<file path="src/rtl/lmfp_pkg.sv">
`default_nettype none

package lmfp_pkg;

   localparam int MAX_LIGHTS_DEF = 64;
   localparam int LIGHT_W        = 6;
   localparam int COUNT_W        = 7;
   localparam int MODE_W         = 3;
   localparam int PERIOD_W       = 16;
   localparam int TIME_W         = 32;
   localparam int BYTE_SLOTS     = 8;
   localparam int BYTE_IDX_W     = 3;
   localparam int DIV_STEP_W     = $clog2(TIME_W);
   localparam int CSR_IDX_W      = 2;

   localparam logic [1:0] CMD_SET_ONE = 2'd0;
   localparam logic [1:0] CMD_SET_ALL = 2'd1;
   localparam logic [1:0] CMD_UPDATE  = 2'd2;

   localparam logic [MODE_W-1:0] MODE_ON   = 3'd1;
   localparam logic [MODE_W-1:0] MODE_FAST = 3'd2;
   localparam logic [MODE_W-1:0] MODE_SLOW = 3'd3;

   localparam logic [CSR_IDX_W-1:0] CSR_FAST_PERIOD = 2'd0;
   localparam logic [CSR_IDX_W-1:0] CSR_SLOW_PERIOD = 2'd1;
   localparam logic [CSR_IDX_W-1:0] CSR_LIGHT_COUNT = 2'd2;

   localparam logic [PERIOD_W-1:0] FAST_PERIOD_RST = 16'd250;
   localparam logic [PERIOD_W-1:0] SLOW_PERIOD_RST = 16'd1000;
   localparam logic [COUNT_W-1:0]  LIGHT_COUNT_RST = 7'd32;

   typedef struct packed {
      logic                we;
      logic                re;
      logic [LIGHT_W-1:0]  addr;
      logic [MODE_W-1:0]   wdata;
   } lmfp_mem_req_type;

   typedef struct packed {
      logic                busy;
      logic                done;
      logic [PERIOD_W-1:0] rem;
   } lmfp_div_rsp_type;

endpackage

`default_nettype wire

</file>
<file path="src/rtl/lmfp_mod_unit.sv">
`default_nettype none

module lmfp_mod_unit (
   input  wire logic                          clock,
   input  wire logic                          reset,
   input  wire logic                          start,
   input  wire logic [lmfp_pkg::TIME_W-1:0]   dividend,
   input  wire logic [lmfp_pkg::PERIOD_W-1:0] divisor,
   output lmfp_pkg::lmfp_div_rsp_type         div_rsp
);
   import lmfp_pkg::*;

   logic                  run_ff;
   logic                  done_ff;
   logic [DIV_STEP_W-1:0] step_ff;
   logic [TIME_W-1:0]     num_ff;
   logic [PERIOD_W-1:0]   den_ff;
   logic [PERIOD_W-1:0]   rem_ff;

   logic [PERIOD_W:0]     trial;
   logic [PERIOD_W:0]     diff;
   logic [PERIOD_W-1:0]   rem_in;
   logic                  last_step;

   // one restoring step: bring down the next dividend bit, subtract if it fits
   assign trial     = {rem_ff, num_ff[TIME_W-1]};
   assign diff      = trial - {1'b0, den_ff};
   assign rem_in    = (trial >= {1'b0, den_ff}) ? diff[PERIOD_W-1:0] : trial[PERIOD_W-1:0];
   assign last_step = (step_ff == DIV_STEP_W'(TIME_W - 1));

   always_ff @(posedge clock) begin
      if (reset) begin
         run_ff  <= 1'b0;
         done_ff <= 1'b0;
         step_ff <= '0;
      end else begin
         done_ff <= 1'b0;
         if (start) begin
            run_ff  <= 1'b1;
            step_ff <= '0;
         end else if (run_ff) begin
            step_ff <= step_ff + 1'b1;
            if (last_step) begin
               run_ff  <= 1'b0;
               done_ff <= 1'b1;
            end
         end
      end
   end

   always_ff @(posedge clock) begin
      if (start) begin
         num_ff <= dividend;
         den_ff <= divisor;
         rem_ff <= '0;
      end else if (run_ff) begin
         num_ff <= {num_ff[TIME_W-2:0], 1'b0};
         rem_ff <= rem_in;
      end
   end

   assign div_rsp.busy = run_ff;
   assign div_rsp.done = done_ff;
   assign div_rsp.rem  = rem_ff;

endmodule

`default_nettype wire

</file>
<file path="src/rtl/lmfp_mode_mem.sv">
`default_nettype none

module lmfp_mode_mem #(
   parameter int SLOTS = lmfp_pkg::MAX_LIGHTS_DEF
) (
   input  wire logic                        clock,
   input  wire logic                        reset,
   input  lmfp_pkg::lmfp_mem_req_type       mem_req,
   output logic [lmfp_pkg::MODE_W-1:0]      rd_mode
);
   import lmfp_pkg::*;

   localparam int IDX_W = $clog2(SLOTS);

   logic [MODE_W-1:0] mem [SLOTS];
   logic [SLOTS-1:0]  valid_ff;
   logic [MODE_W-1:0] rd_mode_ff;
   logic [IDX_W-1:0]  idx;

   assign idx = mem_req.addr[IDX_W-1:0];

   // an entry never written reads as off
   always_ff @(posedge clock) begin
      if (reset) begin
         valid_ff <= '0;
      end else if (mem_req.we) begin
         valid_ff[idx] <= 1'b1;
      end
   end

   always_ff @(posedge clock) begin
      if (mem_req.we) begin
         mem[idx] <= mem_req.wdata;
      end
      if (mem_req.re) begin
         rd_mode_ff <= valid_ff[idx] ? mem[idx] : '0;
      end
   end

   assign rd_mode = rd_mode_ff;

endmodule

`default_nettype wire

</file>
<file path="src/rtl/light_mode_flasher_packer.sv">
// Light mode table and flasher packer. Each command takes start while busy is low;
// set-one writes its light straight from idle, set-all walks the lights at one per
// cycle, and an update makes two 32-step modulo runs on the single shared remainder
// unit, then reads each light through the mode memory's registered read port and, if
// any packed byte changed, emits one word per cycle. Words appear on
// the rsp_ ports for exactly one cycle each, marked by rsp_strobe, highest byte first;
// the receiver cannot stall them, so it must take every strobed word as it comes.
// Configuration writes are always ready and are meant for when the block is idle.
`default_nettype none

module light_mode_flasher_packer #(
   parameter int MAX_LIGHTS = lmfp_pkg::MAX_LIGHTS_DEF
) (
   input  wire logic                            clock,
   input  wire logic                            reset,
   input  wire logic                            start,
   output logic                                 busy,
   input  wire logic [1:0]                      req_cmd,
   input  wire logic [lmfp_pkg::LIGHT_W-1:0]    req_light_index,
   input  wire logic [lmfp_pkg::MODE_W-1:0]     req_mode,
   input  wire logic [lmfp_pkg::TIME_W-1:0]     req_now_ms,
   output logic                                 rsp_strobe,
   output logic [7:0]                           rsp_out_byte,
   output logic [lmfp_pkg::BYTE_IDX_W-1:0]      rsp_byte_index,
   output logic                                 rsp_last,
   input  wire logic                            csr_valid,
   output logic                                 csr_ready,
   input  wire logic [lmfp_pkg::CSR_IDX_W-1:0]  csr_index,
   input  wire logic [lmfp_pkg::PERIOD_W-1:0]   csr_wdata
);
   import lmfp_pkg::*;

   localparam int LIGHT_SLOTS = (MAX_LIGHTS < BYTE_SLOTS * 8) ? MAX_LIGHTS : BYTE_SLOTS * 8;

   typedef enum logic [2:0] {
      ST_IDLE,
      ST_FILL,
      ST_DIV_FAST,
      ST_DIV_SLOW,
      ST_PACK_RD,
      ST_PACK_ACC,
      ST_EMIT
   } state_type;

   function automatic logic flash_lit(input logic [PERIOD_W-1:0] rem,
                                      input logic [PERIOD_W-1:0] period);
      flash_lit = (period >= 16'd2) && (rem < {1'b0, period[PERIOD_W-1:1]});
   endfunction

   state_type              state_ff, state_in;
   logic [LIGHT_W-1:0]     light_ff, light_in;
   logic [MODE_W-1:0]      fill_mode_ff, fill_mode_in;
   logic [TIME_W-1:0]      now_ff, now_in;
   logic                   fast_lit_ff, fast_lit_in;
   logic                   slow_lit_ff, slow_lit_in;
   logic [7:0]             acc_ff, acc_in;
   logic                   changed_ff, changed_in;
   logic [BYTE_IDX_W-1:0]  emit_ff, emit_in;
   logic                   div_start_ff, div_start_in;
   logic                   rsp_strobe_ff, rsp_strobe_in;
   logic [7:0]             rsp_byte_ff, rsp_byte_in;
   logic [BYTE_IDX_W-1:0]  rsp_idx_ff, rsp_idx_in;
   logic                   rsp_last_ff, rsp_last_in;

   logic [PERIOD_W-1:0]    fast_period_ff;
   logic [PERIOD_W-1:0]    slow_period_ff;
   logic [COUNT_W-1:0]     light_count_ff;

   logic [7:0]             packed_ff [BYTE_SLOTS];
   logic [BYTE_IDX_W-1:0]  pk_sel;
   logic [7:0]             pk_rd;
   logic                   pk_we;

   logic [COUNT_W-1:0]     count_eff;
   logic                   accept;
   logic                   last_light;
   logic                   byte_end;
   logic                   lit;
   logic [7:0]             acc_next;
   logic                   changed_next;
   logic [MODE_W-1:0]      rd_mode;
   logic [PERIOD_W-1:0]    div_divisor;

   lmfp_mem_req_type       mem_req;
   lmfp_div_rsp_type       div_rsp;

   lmfp_mode_mem #(
      .SLOTS (LIGHT_SLOTS)
   ) u_mode_mem (
      .clock   (clock),
      .reset   (reset),
      .mem_req (mem_req),
      .rd_mode (rd_mode)
   );

   lmfp_mod_unit u_mod_unit (
      .clock    (clock),
      .reset    (reset),
      .start    (div_start_ff),
      .dividend (now_ff),
      .divisor  (div_divisor),
      .div_rsp  (div_rsp)
   );

   assign count_eff   = (light_count_ff > COUNT_W'(LIGHT_SLOTS)) ? COUNT_W'(LIGHT_SLOTS)
                                                                 : light_count_ff;
   assign accept      = start && (state_ff == ST_IDLE);
   assign busy        = (state_ff != ST_IDLE);
   assign last_light  = ({1'b0, light_ff} == (count_eff - 1'b1));
   assign byte_end    = (light_ff[2:0] == 3'd7) || last_light;
   assign lit         = (rd_mode == MODE_ON) || ((rd_mode == MODE_FAST) && fast_lit_ff) ||
                        ((rd_mode == MODE_SLOW) && slow_lit_ff);
   // the first light of a byte starts afresh and ends up in the MSB of a full byte
   assign acc_next    = {((light_ff[2:0] == 3'd0) ? 7'd0 : acc_ff[6:0]), lit};
   assign div_divisor = (state_ff == ST_DIV_SLOW) ? slow_period_ff : fast_period_ff;
   assign pk_sel      = (state_ff == ST_EMIT) ? emit_ff : light_ff[LIGHT_W-1:3];
   assign pk_rd       = packed_ff[pk_sel];

   always_comb begin
      state_in      = state_ff;
      light_in      = light_ff;
      fill_mode_in  = fill_mode_ff;
      now_in        = now_ff;
      fast_lit_in   = fast_lit_ff;
      slow_lit_in   = slow_lit_ff;
      acc_in        = acc_ff;
      changed_in    = changed_ff;
      changed_next  = changed_ff;
      emit_in       = emit_ff;
      div_start_in  = 1'b0;
      rsp_strobe_in = 1'b0;
      rsp_byte_in   = rsp_byte_ff;
      rsp_idx_in    = rsp_idx_ff;
      rsp_last_in   = rsp_last_ff;
      pk_we         = 1'b0;
      mem_req       = '0;

      unique case (state_ff)
         ST_IDLE: begin
            if (accept) begin
               unique case (req_cmd)
                  CMD_SET_ONE: begin
                     if ({1'b0, req_light_index} < count_eff) begin
                        mem_req.we    = 1'b1;
                        mem_req.addr  = req_light_index;
                        mem_req.wdata = req_mode;
                     end
                  end
                  CMD_SET_ALL: begin
                     if (count_eff != '0) begin
                        fill_mode_in = req_mode;
                        light_in     = '0;
                        state_in     = ST_FILL;
                     end
                  end
                  CMD_UPDATE: begin
                     now_in       = req_now_ms;
                     div_start_in = 1'b1;
                     state_in     = ST_DIV_FAST;
                  end
                  default: ;
               endcase
            end
         end
         ST_FILL: begin
            mem_req.we    = 1'b1;
            mem_req.addr  = light_ff;
            mem_req.wdata = fill_mode_ff;
            if (last_light) begin
               state_in = ST_IDLE;
            end else begin
               light_in = light_ff + 1'b1;
            end
         end
         ST_DIV_FAST: begin
            if (div_rsp.done) begin
               fast_lit_in  = flash_lit(div_rsp.rem, fast_period_ff);
               div_start_in = 1'b1;
               state_in     = ST_DIV_SLOW;
            end
         end
         ST_DIV_SLOW: begin
            if (div_rsp.done) begin
               slow_lit_in = flash_lit(div_rsp.rem, slow_period_ff);
               light_in    = '0;
               changed_in  = 1'b0;
               state_in    = (count_eff == '0) ? ST_IDLE : ST_PACK_RD;
            end
         end
         ST_PACK_RD: begin
            mem_req.re   = 1'b1;
            mem_req.addr = light_ff;
            state_in     = ST_PACK_ACC;
         end
         ST_PACK_ACC: begin
            acc_in = acc_next;
            if (byte_end) begin
               pk_we = 1'b1;
               if (pk_rd != acc_next) begin
                  changed_next = 1'b1;
               end
            end
            changed_in = changed_next;
            if (last_light) begin
               emit_in  = light_ff[LIGHT_W-1:3];
               state_in = changed_next ? ST_EMIT : ST_IDLE;
            end else begin
               light_in = light_ff + 1'b1;
               state_in = ST_PACK_RD;
            end
         end
         ST_EMIT: begin
            rsp_strobe_in = 1'b1;
            rsp_byte_in   = pk_rd;
            rsp_idx_in    = emit_ff;
            rsp_last_in   = (emit_ff == '0);
            if (emit_ff == '0) begin
               state_in = ST_IDLE;
            end else begin
               emit_in = emit_ff - 1'b1;
            end
         end
         default: state_in = ST_IDLE;
      endcase
   end

   always_ff @(posedge clock) begin
      if (reset) begin
         state_ff      <= ST_IDLE;
         div_start_ff  <= 1'b0;
         rsp_strobe_ff <= 1'b0;
      end else begin
         state_ff      <= state_in;
         div_start_ff  <= div_start_in;
         rsp_strobe_ff <= rsp_strobe_in;
      end
      light_ff     <= light_in;
      fill_mode_ff <= fill_mode_in;
      now_ff       <= now_in;
      fast_lit_ff  <= fast_lit_in;
      slow_lit_ff  <= slow_lit_in;
      acc_ff       <= acc_in;
      changed_ff   <= changed_in;
      emit_ff      <= emit_in;
      rsp_byte_ff  <= rsp_byte_in;
      rsp_idx_ff   <= rsp_idx_in;
      rsp_last_ff  <= rsp_last_in;
   end

   // packed copy of the last update, one byte per slot
   always_ff @(posedge clock) begin
      if (reset) begin
         for (int b = 0; b < BYTE_SLOTS; b++) begin
            packed_ff[b] <= '0;
         end
      end else if (pk_we) begin
         packed_ff[pk_sel] <= acc_next;
      end
   end

   always_ff @(posedge clock) begin
      if (reset) begin
         fast_period_ff <= FAST_PERIOD_RST;
         slow_period_ff <= SLOW_PERIOD_RST;
         light_count_ff <= LIGHT_COUNT_RST;
      end else if (csr_valid && csr_ready) begin
         case (csr_index)
            CSR_FAST_PERIOD: fast_period_ff <= csr_wdata;
            CSR_SLOW_PERIOD: slow_period_ff <= csr_wdata;
            CSR_LIGHT_COUNT: light_count_ff <= csr_wdata[COUNT_W-1:0];
            default: ;
         endcase
      end
   end

   assign csr_ready      = 1'b1;
   assign rsp_strobe     = rsp_strobe_ff;
   assign rsp_out_byte   = rsp_byte_ff;
   assign rsp_byte_index = rsp_idx_ff;
   assign rsp_last       = rsp_last_ff;

   a_strobe_from_emit: assert property (@(posedge clock) disable iff (reset)
      rsp_strobe_ff |-> ($past(state_ff) == ST_EMIT))
      else $error("word strobed outside the emit phase");

   a_emit_descends: assert property (@(posedge clock) disable iff (reset)
      (rsp_strobe_ff && !rsp_last_ff) |=>
         (rsp_strobe_ff && (rsp_idx_ff == $past(rsp_idx_ff) - 1'b1)))
      else $error("emitted byte run broken or out of order");

   a_mod_unit_private: assert property (@(posedge clock) disable iff (reset)
      div_rsp.busy |-> ((state_ff == ST_DIV_FAST) || (state_ff == ST_DIV_SLOW)))
      else $error("remainder unit running outside its phases");

   a_mem_write_phase: assert property (@(posedge clock) disable iff (reset)
      mem_req.we |-> ((state_ff == ST_IDLE) || (state_ff == ST_FILL)))
      else $error("mode table written during an update");

endmodule

`default_nettype wire
</file>
<file path="config.mk">
export PLATFORM = sky130hd
export DESIGN_NAME = light_mode_flasher_packer
export DESIGN_NICKNAME = d
export VERILOG_FILES = /design/src/rtl/lmfp_pkg.sv /design/src/rtl/lmfp_mod_unit.sv /design/src/rtl/lmfp_mode_mem.sv /design/src/rtl/light_mode_flasher_packer.sv
export SDC_FILE = /design/constraint.sdc
export NUM_CORES = 1
export LEC_CHECK = 0
export BUFFER_PORTS_ARGS = -buffer_cell sky130_fd_sc_hd__clkbuf_2
export CELL_PAD_IN_SITES_DETAIL_PLACEMENT = 1
export CELL_PAD_IN_SITES_GLOBAL_PLACEMENT = 2
export CORE_MARGIN = 8
export CORE_UTILIZATION = 43
export DETAILED_ROUTE_END_ITERATION = 10
export PLACE_DENSITY_LB_ADDON = 0.08
export SLEW_MARGIN = 15
export SYNTH_ARGS = -nofsm -noshare
export SYNTH_HDL_FRONTEND = slang
export SYNTH_HIERARCHICAL = 1
export SYNTH_SLANG_ARGS = --single-unit
</file>
<file path="constraint.sdc">
create_clock -name clock -period 5 [get_ports clock]
set_input_delay 0.5 -clock clock [delete_from_list [all_inputs] [get_ports clock]]
set_output_delay 0.5 -clock clock [all_outputs]
set_load 0.02 [all_outputs]
</file>
==> summary.txt <==
STA
  • Worst Skew: 0.0111 ns
  • Setup WS post-layout: 0.250 ns
  • Final Hold Vio Count: 0
  • RSZ-0062 raised after global routing: no
  • Fmax: 211 MHz
  • Max-slew violation count: 0
  • Setup Viol. Count Final: 0
  • Slew margin rel.: 26.5%
  • Worst-margin pin slew: 1.10 ns
  • Setup TNS: 0 ns
  • Period minus WS final: 4.75 ns
  • Final Cycle Share: 95.0%

Clock network
  • Clock slew at reported path FFs: 0.06 ns
  • TritonCTS clock tree: done
  • Post-CTS Setup Repair Bufs: 0
  • Clock latency on the worst-skew pair: 0.61 ns
  • H-Tree Depth: 2
  • Num Clock Sinks: 504
  • Clock Path Buffers: 3
  • CTS Buf Count: 56
  • CTS Root Cell: clkbuf_16
  • Cts hold-fix bufs: 0
  • # resized after CTS: 0

Min path
  • HP Start: req_now_ms[17]
  • Hold Path Class: primary input to flip-flop

Worst setup path
  • Crit path launch type: flip-flop
  • Reg2reg end: u_mode_mem/rd_mode[1]$_SDFFCE_PN0P_
  • CP endpoint kind: flip-flop
  • Crit path required time: 5.35 ns
  • Worst R2R Path Depth: 16
  • R2R Setup Slk: 0.25 ns
  • CP Max Fanout: 15
  • CP startpoint: light_count_ff[6]$_SDFFE_PP0P_
  • Kind of critical path: flip-flop to flip-flop
  • Worst Setup EP: u_mode_mem/rd_mode[1]$_SDFFCE_PN0P_
  • Worst Path Arrival: 5.10 ns
  • Reg2Reg Launch Point: light_count_ff[6]$_SDFFE_PP0P_

Route
  • DRC Markers: 0
  • DRT iter0 DRCs: 991
  • Via density: 5.73
  • Post-Route WL: 66,000 µm
  • Vias: 16,100
  • Post-DR wirelength/cell: 23.5 µm
  • Remaining antenna violation count: 0
  • Pre-antenna DRT Iters: 5

Global routing
  • Gr busiest metal: met2
  • GR Util met2: 34.2%
  • Pin count of the biggest net entering global routing: 75
  • Global-route usage over all layers: 20.8%
  • Grt met3 use: 2.96%
  • M1 GR Usage: 28.7%
  • Vias in the first global route: 16,600
  • GR Overflow Total: 0
  • Initial antenna violation count: 1
  • Global-route wire length before repair: 102,000 µm

Pwr
  • Pwr per Cell Area: 420 mW/mm²
  • Switching share of power: 28.2%
  • VDD IR max: 0.275 mV
  • Int Pwr: 7.91 mW
  • Psw: 3.11 mW
  • Lkg Pwr: 9.42 nW
  • Combinational power share: 18.6%
  • Clock group share of total power: 37.4%
  • Sequential share of power: 44.0%
  • Design Power: 11.0 mW

Cells and area
  • Layout cells sized above 1: 15.2%
  • Final std cells w/o fill: 2,805
  • Syn-to-layout area delta: 12.7%
  • Final nets: 2,183
  • Cell area after layout: 0.0262 mm²
  • Filler instances: 5,616

Synthesis
  • Mapped Nets: 2,107
  • Netlist area before placement: 0.0233 mm²
  • YS warnings: 6
  • Syn Area/Cell: 11.7 µm²
  • Cell count after synthesis: 1,984

Place
  • Dpl cell area: 0.0244 mm²
  • DP Worst Slack: 0.265 ns
  • Cell Count Post-Placement: 2,698
  • IO Port Bufs: 78
  • HPWL after detailed placement: 46,000 µm
  • Placer congestion estimate: 0.853

Die
  • Chip height: 249 µm
  • # IOs: 80
  • Die W: 249 µm
  • Initial Utilization: 43.4%
  • Rows: 85
  • Die ar.: 0.0619 mm²
  • Floorplan core area: 0.0537 mm²

Run
  • Maxcap violations: 0

Outcome
  • Status: complete, no violations
-- sequential cells by signal, summed over array words and instances, names as in the netlist, 32 cells and up --
name	flops
u_mode_mem/mem	192
u_mode_mem/valid_ff	64
now_ff	32
packed_ff	64
u_mod_unit/num_ff	32
-- placed cells by master, fill, tap and decap left out, drive strengths merged, types with 18 or more instances in the layout --
| cell type | count |
|---|---|
| a221oi | 29 |
| o211ai | 18 |
| clkinv | 21 |
| a211o | 18 |
| clkbuf | 153 |
| mux2i | 88 |
| mux2 | 48 |
| dfxtp | 131 |
| o22ai | 24 |
| o21ai | 48 |
| buf | 60 |
| nand2b | 38 |
| edfxtp | 373 |
| a21o | 27 |
| nand2 | 152 |
| nor2 | 334 |
| ha | 57 |
| inv | 66 |
| nor3 | 27 |
| a21oi | 86 |
-- final cells by class --
cell class	instances	area (µm²)	share of cell area [%]
clock inverters	30	343	1.31
clock buffers	76	1500	5.70
repair buffers	137	861	3.28
flip-flops and latches	504	13800	52.7
well taps	696	871	3.32
inverters	66	248	0.944
multi-input cells	1295	8600	32.8
diodes	1	2.50	0.00954
-- critical path: stages, from the launching register on --
cell	delay [ns]
dfxtp_1	0.59
nand2b_1	0.19
ha_1	0.23
a21o_1	0.15
a21o_1	0.17
a21o_1	0.17
a21o_1	0.17
a21oi_1	0.14
o21a_1	0.15
buf_4	0.17
a22o_1	0.42
nand2b_1	0.21
or2_1	0.45
a21oi_1	0.18
a2111oi_0	0.79
nand4_1	0.15
a21boi_1	0.16
-- metrics by stage --
step,hold WS [ns],util [%]
floorplan,0.424,-
global placement,0.446,45.4
detailed placement,0.449,45.4
CTS,0.0177,48.9
global route,0.0353,48.9
finish,0.0662,48.9
-- routing by layer --
metal / routed length [µm] / part of all wire (%) / vias up
met1: 30800 / 47 / 8181
met3: 2730 / 4.1 / 91
li1: - / - / 7445
met2: 30900 / 47 / 344
met4: 1540 / 2.3 / 0
met5: 0 / 0 / -
-- power groups by stage --
stage	Combinational, mW	Sequential (mW)	Clock, mW
after floorplan	1.49	4.87	0
after global placement	1.98	4.94	0
after detailed placement	2.03	4.95	0
after CTS	2.05	4.86	4.23
after global routing	2.24	4.87	4.37
final	2.05	4.86	4.12
-- how the worst min path moves through the flow --
stage	end	depth (start not counted)
after global routing	now_ff[15]$_DFFE_PP_	1
after detailed placement	fast_period_ff[0]$_SDFFE_PP0P_	2
after CTS	now_ff[23]$_DFFE_PP_	1
after floorplan	rsp_byte_index[2]$_DFFE_PN_	0
final	now_ff[17]$_DFFE_PP_	1
after global placement	fast_period_ff[0]$_SDFFE_PP0P_	2
No activity file was read; power rests on OpenSTA's default activity.
